===== src/rtl/core/esfc_pkg.sv =====
// Package with the shared types, constants and status codes of the short-frame checker.
`timescale 1ns / 1ps

package esfc_pkg;

    // Frame byte counter size; the counter saturates at MAX_FRAME_BYTES - 1.
    localparam int MAX_FRAME_BYTES = 2048;
    localparam int IDX_W = $clog2(MAX_FRAME_BYTES);
    // Compare width that holds both the counter and the payload end (at most 146).
    localparam int CMP_W = ((IDX_W > 8) ? IDX_W : 8) + 1;

    // Byte positions of the header fields.
    localparam logic [IDX_W-1:0] IDX_TYPE_HI = IDX_W'(12);
    localparam logic [IDX_W-1:0] IDX_TYPE_LO = IDX_W'(13);
    localparam logic [IDX_W-1:0] IDX_MARKER  = IDX_W'(14);
    localparam logic [IDX_W-1:0] IDX_LEN     = IDX_W'(15);
    localparam logic [IDX_W-1:0] IDX_SEQ     = IDX_W'(16);
    localparam logic [IDX_W-1:0] IDX_KIND    = IDX_W'(17);
    localparam logic [IDX_W-1:0] IDX_CSUM    = IDX_W'(18);
    localparam logic [IDX_W-1:0] IDX_PAYLOAD = IDX_W'(19);
    localparam logic [IDX_W-1:0] IDX_LIMIT   = IDX_W'(MAX_FRAME_BYTES - 1);

    // Verdict status codes.
    localparam logic [2:0] ST_OK     = 3'd0;
    localparam logic [2:0] ST_SHORT  = 3'd1;
    localparam logic [2:0] ST_ETYPE  = 3'd2;
    localparam logic [2:0] ST_MARKER = 3'd3;
    localparam logic [2:0] ST_CSUM   = 3'd4;
    localparam logic [2:0] ST_TRUNC  = 3'd5;

    // Result kinds.
    localparam logic KIND_PAYLOAD = 1'b0;
    localparam logic KIND_VERDICT = 1'b1;

    // Configuration register indexes and reset values.
    localparam logic REG_ETYPE        = 1'b0;
    localparam logic REG_START_MARKER = 1'b1;
    localparam logic [15:0] ETYPE_RST        = 16'd34997;
    localparam logic [7:0]  START_MARKER_RST = 8'd126;

    typedef struct packed {
        logic [7:0] data_byte;
        logic       frame_end;
    } t_in_item;

    typedef struct packed {
        logic       result_kind;
        logic [7:0] payload_byte;
        logic [2:0] status;
        logic [6:0] data_length;
        logic [4:0] sequence_res;
        logic [3:0] msg_type;
        logic       last;
    } t_out_item;

    typedef struct packed {
        logic [15:0] etype;
        logic [7:0]  start_marker;
    } t_cfg;

    // Up to two result items produced by one input byte, first item first.
    typedef struct packed {
        logic [1:0] count;
        t_out_item  item0;
        t_out_item  item1;
    } t_push;

endpackage


===== src/rtl/core/esfc_parser.sv =====
// Frame parser: header extraction, checksum accumulation, payload forwarding and verdict generation.
`timescale 1ns / 1ps

module esfc_parser
    import esfc_pkg::*;
(
    input  logic     i_clk,
    input  logic     i_rst_n,
    input  t_cfg     i_cfg,
    input  logic     i_accept,
    input  t_in_item i_item,
    output t_push    o_push
);

    logic [IDX_W-1:0] r_byte_index, n_byte_index;
    logic [15:0]      r_type_shift, n_type_shift;
    logic [2:0]       r_error_code, n_error_code;
    logic [6:0]       r_length_reg, n_length_reg;
    logic [4:0]       r_sequence_reg, n_sequence_reg;
    logic [3:0]       r_kind_reg, n_kind_reg;
    logic [7:0]       r_received_sum, n_received_sum;
    logic [7:0]       r_running_sum, n_running_sum;

    logic [7:0]       w_b;
    logic             w_in_payload;
    logic             w_fwd;
    logic [2:0]       w_status;
    t_out_item        w_pay_item;
    t_out_item        w_ver_item;

    assign w_b = i_item.data_byte;

    // Payload window: from byte 19 up to 19 plus the declared length.
    assign w_in_payload = (r_byte_index >= IDX_PAYLOAD) &&
        (CMP_W'(r_byte_index) < (CMP_W'(IDX_PAYLOAD) + CMP_W'(r_length_reg)));

    // Field extraction and running sum for the current byte.
    always_comb begin
        n_type_shift   = r_type_shift;
        n_error_code   = r_error_code;
        n_length_reg   = r_length_reg;
        n_sequence_reg = r_sequence_reg;
        n_kind_reg     = r_kind_reg;
        n_received_sum = r_received_sum;
        n_running_sum  = r_running_sum;
        w_fwd          = 1'b0;
        priority if (r_byte_index == IDX_TYPE_HI || r_byte_index == IDX_TYPE_LO) begin
            n_type_shift = {r_type_shift[7:0], w_b};
            if (r_byte_index == IDX_TYPE_LO && n_type_shift != i_cfg.etype &&
                r_error_code == ST_OK) begin
                n_error_code = ST_ETYPE;
            end
        end else if (r_byte_index == IDX_MARKER) begin
            if (w_b != i_cfg.start_marker && r_error_code == ST_OK) begin
                n_error_code = ST_MARKER;
            end
        end else if (r_byte_index == IDX_LEN) begin
            n_length_reg  = w_b[6:0];
            n_running_sum = r_running_sum + w_b;
        end else if (r_byte_index == IDX_SEQ) begin
            n_sequence_reg = w_b[4:0];
            n_running_sum  = r_running_sum + w_b;
        end else if (r_byte_index == IDX_KIND) begin
            n_kind_reg    = w_b[3:0];
            n_running_sum = r_running_sum + w_b;
        end else if (r_byte_index == IDX_CSUM) begin
            n_received_sum = w_b;
        end else if (w_in_payload) begin
            n_running_sum = r_running_sum + w_b;
            w_fwd         = (r_error_code == ST_OK);
        end
        n_byte_index = (r_byte_index < IDX_LIMIT) ? r_byte_index + 1'b1 : r_byte_index;
    end

    // Verdict status, judged on the count after this byte.
    always_comb begin
        priority if (n_byte_index < IDX_PAYLOAD) begin
            w_status = ST_SHORT;
        end else if (n_error_code != ST_OK) begin
            w_status = n_error_code;
        end else if (CMP_W'(n_byte_index) < (CMP_W'(IDX_PAYLOAD) + CMP_W'(n_length_reg))) begin
            w_status = ST_TRUNC;
        end else if (n_running_sum != n_received_sum) begin
            w_status = ST_CSUM;
        end else begin
            w_status = ST_OK;
        end
    end

    // Result items built from the updated header fields.
    always_comb begin
        w_pay_item.result_kind  = KIND_PAYLOAD;
        w_pay_item.payload_byte = w_b;
        w_pay_item.status       = ST_OK;
        w_pay_item.data_length  = n_length_reg;
        w_pay_item.sequence_res = n_sequence_reg;
        w_pay_item.msg_type     = n_kind_reg;
        w_pay_item.last         = 1'b0;

        w_ver_item.result_kind  = KIND_VERDICT;
        w_ver_item.payload_byte = 8'd0;
        w_ver_item.status       = w_status;
        w_ver_item.data_length  = n_length_reg;
        w_ver_item.sequence_res = n_sequence_reg;
        w_ver_item.msg_type     = n_kind_reg;
        w_ver_item.last         = 1'b1;

        o_push.item0 = w_fwd ? w_pay_item : w_ver_item;
        o_push.item1 = w_ver_item;
        if (!i_accept) begin
            o_push.count = 2'd0;
        end else begin
            o_push.count = {1'b0, w_fwd} + {1'b0, i_item.frame_end};
        end
    end

    // Frame state; every verdict clears it for the next frame.
    always_ff @(posedge i_clk) begin
        if (!i_rst_n || (i_accept && i_item.frame_end)) begin
            r_byte_index   <= '0;
            r_type_shift   <= '0;
            r_error_code   <= ST_OK;
            r_length_reg   <= '0;
            r_sequence_reg <= '0;
            r_kind_reg     <= '0;
            r_received_sum <= '0;
            r_running_sum  <= '0;
        end else if (i_accept) begin
            r_byte_index   <= n_byte_index;
            r_type_shift   <= n_type_shift;
            r_error_code   <= n_error_code;
            r_length_reg   <= n_length_reg;
            r_sequence_reg <= n_sequence_reg;
            r_kind_reg     <= n_kind_reg;
            r_received_sum <= n_received_sum;
            r_running_sum  <= n_running_sum;
        end
    end

endmodule


===== config.mk =====
export PLATFORM = sky130hd
export DESIGN_NAME = esfc_parser
export DESIGN_NICKNAME = d
export VERILOG_FILES = /design/src/rtl/core/esfc_pkg.sv /design/src/rtl/core/esfc_parser.sv
export SDC_FILE = /design/constraint.sdc
export NUM_CORES = 1
export LEC_CHECK = 0
export ABC_AREA = 0
export BUFFER_PORTS_ARGS = -buffer_cell sky130_fd_sc_hd__buf_4
export CAP_MARGIN = 25
export CORE_MARGIN = 3
export CORE_UTILIZATION = 50
export DETAILED_ROUTE_END_ITERATION = 8
export GPL_ROUTABILITY_DRIVEN = 0
export GPL_TIMING_DRIVEN = 0
export PLACE_DENSITY = 0.77
export SLEW_MARGIN = 20
export SYNTH_ARGS = -nofsm -noshare
export SYNTH_HDL_FRONTEND = slang
export SYNTH_SLANG_ARGS = --single-unit
export TNS_END_PERCENT = 50

===== constraint.sdc =====
create_clock -name i_clk -period 4.24 [get_ports i_clk]
set_clock_uncertainty 0.2 [all_clocks]
set_input_delay 0.212 -clock i_clk [delete_from_list [all_inputs] [get_ports i_clk]]
set_output_delay 0.212 -clock i_clk [all_outputs]
set_load 0.02 [all_outputs]

==> impl_metrics.tcl <==
set metrics [dict create \
    status "finished with violations" \
    violations "negative setup slack" \
    ant_nets 0 \
    synth_top_family_by_area "simple AND/OR/NAND/NOR gates" \
    drtPass1Iterations 5 \
    synth-simple-area-share 0.214 \
    yosys.area.top_type "dfxtp_1" \
    finalCriticalPeriod_ns 4.58 \
    root_buffer "clkbuf_8" \
    rsz0062_at_grt "yes" \
    routed_wl_um 13300 \
    p_per_area_nw_per_um2 201 \
    dp.final_hpwl_um 9550 \
    core-area_um2 8380 \
    critPathRequiredTime_ns 3.83 \
    maxCapViolCount 0 \
    async_reset_ff_frac 0 \
    synthMuxAreaShare 0.127 \
    diodes 0 \
    via_per_inst 5.70 \
    fmax_ghz 0.218 \
    setup_slack_ns -0.339 \
    sw_frac_of_total 0.299 \
    dieArea_um2 9960 \
    cpPeakStageDelay_ns 0.40 \
    synth_adder_area_share 0.0842 \
    synth_warnings 0 \
    clkTransAtPathRegs_ns 0.11 \
    leakage_nw 2.45 \
    yosysSeqAreaShare 0.246 \
    internal-power_mw 0.802 \
    grt_max_degree 19 \
    h-tree-depth 2 \
    yosysTopAreaCellShare 0.246 \
    ios 96 \
    grt.overflow.total 0 \
    largest_reg_flops 11 \
    n_fill_cell 670 \
    power_frac_seq 0.455 \
    cts_sinks 54 \
    post-route-util 0.679 \
    comb_power_share 0.216 \
    crit_type "reg2out" \
    ir_drop_mv 0.190 \
    syn_area_per_cell_um2 8.24 \
    worstPathMaxFanout 5 \
    dp.cells 730 \
    cp_cell_sequence "buf_8, clkinvlp_4, ha_4, nor4b_4, nand4_4, buf_6, mux2i_4, a21oi_2, a21oi_2, or3_4, ha_4, and3_4, o2111ai_2, buf_4, nand4_1, o311ai_4, and2_4, buf_6" \
    p_sw_mw 0.342 \
    cp.arrival_ns 4.17 \
    drt-initial-drc-count 309 \
    finalSetupViolations 4 \
    power_mw 1.14 \
    synthCells 534 \
    slew_headroom 0.324 \
    synth_most_common_cell "dfxtp_1" \
    stdcell_count 756 \
    synth_edf_count 0 \
    io_buffers 83 \
    clk_path_buf_depth 2 \
    drv_slew 0 \
    slowest_stage "or3_4" \
    routed-via-count 4308 \
    ys.flop_type "dfxtp_1" \
    synth_xor_area_frac 0.115 \
    clock_latency_ns 0.32 \
    worstHoldPathType "in2reg" \
    numCtsBuffers 5 \
    antenna_found_initial 0 \
    die_h_um 99.8 \
    synthTopCellsByCount "54 x dfxtp_1, 47 x nor2_1, 41 x mux2i_1, 41 x nand2_1, 34 x xnor2_1" \
    initial_utilization 0.525 \
    synth-seq-cells 54 \
    grt_pass1_vias 4194 \
    final_nets 715 \
    area_delta_synth_final_pct 29.3 \
    period_share 1.08 \
    grt_pass1_wl_um 20500 \
    drc_errors 0 \
    tightestPinTransition_ns 1.00 \
    rows 33 \
    die_x_um 99.8 \
    wl_per_cell_um 17.6 \
    synthDistinctLibCells 62 \
    synth_compound_area_frac 0.122 \
    power.share.clock 0.329 \
    hold_violations 0 \
    syn-cell-area_um2 4400 \
    top_register "r_byte_index" \
    layout-drive-gt1-share 0.295 \
    start_kind "flop" \
    cts_tree "built" \
    track_usage 0.255 \
    endpoint_kind "primary output" \
    synth_area_leaders "dfxtp_1 25%, mux2i_1 9.3%, ha_1 8.0%, xnor2_1 6.8%, buf_4 4.8%" \
]
-- kinds of logic after synthesis --
group / after synthesis
adder cells (fa/ha/maj): 29
flip-flops: 54
XOR/XNOR: 58
multiplexers: 53
AO/OA/AOI/OAI: 79
buffers and inverters: 77
other: 2
AND/OR/NAND/NOR: 182
-- layer usage --
metal / vias to the layer above / routed length, µm / share of wire / track usage
met3: 26 / 861 / 0.065 / 0.0361
met2: 188 / 6800 / 0.51 / 0.464
li1: 2054 / - / - / -
met4: 0 / 232 / 0.017 / 0.0578
met1: 2040 / 5420 / 0.41 / 0.318
met5: - / 0 / 0 / 0
-- power by group through the flow --
| stage | clock network [mW] | logic [mW] | registers [mW] |
|---|---|---|---|
| 2_1_floorplan | 0 | 0.137 | 0.529 |
| 3_3_place_gp | 0 | 0.205 | 0.530 |
| 3_5_place_dp | 0 | 0.211 | 0.531 |
| 4_1_cts | 0.379 | 0.237 | 0.520 |
| 5_1_grt | 0.396 | 0.266 | 0.522 |
| 6_report | 0.376 | 0.248 | 0.521 |
-- critical path, delay by kind of cell, from the launching register on --
kind / cells / cell delay (ns)
and+or+nand+nor: 6 / 1.42
DFF: 1 / 0.37
adders and majority gates: 2 / 0.46
muxes: 1 / 0.21
AOI/OAI and AO/OA: 4 / 0.67
buffers and inverters: 5 / 0.72
-- cell usage in the layout, fill, tap and decap left out, types with 10 or more instances in the layout --
cell type,instances
inv_1,18
nor2_1,47
and2_1,15
xnor2_1,32
nand2_1,41
conb_1,10
buf_4,125
nand3_1,20
dfxtp_1,52
clkbuf_1,22
xor2_1,24
nand4_1,10
mux2i_1,36
ha_1,23
a21oi_1,25
mux2_2,11
-- final cells by class --
cell class | instances | area (µm²) | area share
clock buffer | 5 | 68.8 | 0.0121
inverter | 22 | 86.3 | 0.0152
multi-input combinational | 411 | 3170 | 0.557
sequential | 54 | 1090 | 0.191
timing repair buffer | 101 | 772 | 0.136
clock inverter | 3 | 47.5 | 0.00836
buffer | 55 | 328 | 0.0576
tap | 105 | 131 | 0.0231
-- per-stage QoR --
step	hold WS, ns	worst slack, ns	TNS (ns)	instance area, µm²
2_1_floorplan	0.165	0.0399	0	4460
3_3_place_gp	0.243	-0.375	-1.23	5220
3_5_place_dp	0.249	-0.446	-1.46	5220
4_1_cts	0.0403	-0.282	-0.953	5620
5_1_grt	0.0685	-0.485	-1.76	5690
6_report	0.0463	-0.339	-1.21	5690
-- path summary, 6_finish.rpt --
| path | from | to | slack (ns) | depth (start not counted) |
|---|---|---|---|---|
| min | i_item[0] | r_error_code[2] | 0.05 | 3 |
| max | r_byte_index[0] | o_push[46] | -0.34 | 18 |
| max reg2reg | r_length_reg[0] | r_running_sum[1] | 0.64 | 15 |
| min reg2reg | r_received_sum[6] | r_received_sum[6] | 0.27 | 2 |
-- repair_timing --
item / 4_1_cts / 5_1_grt
gates resized for setup: 35 / 9
endpoints found under the hold margin: 1 / 0
hold buffers: 1 / 0
setup buffers: 14 / 3
pin swaps: 17 / 5
setup endpoints to repair: 6 / 6
No activity file was read; power rests on OpenSTA's default activity.
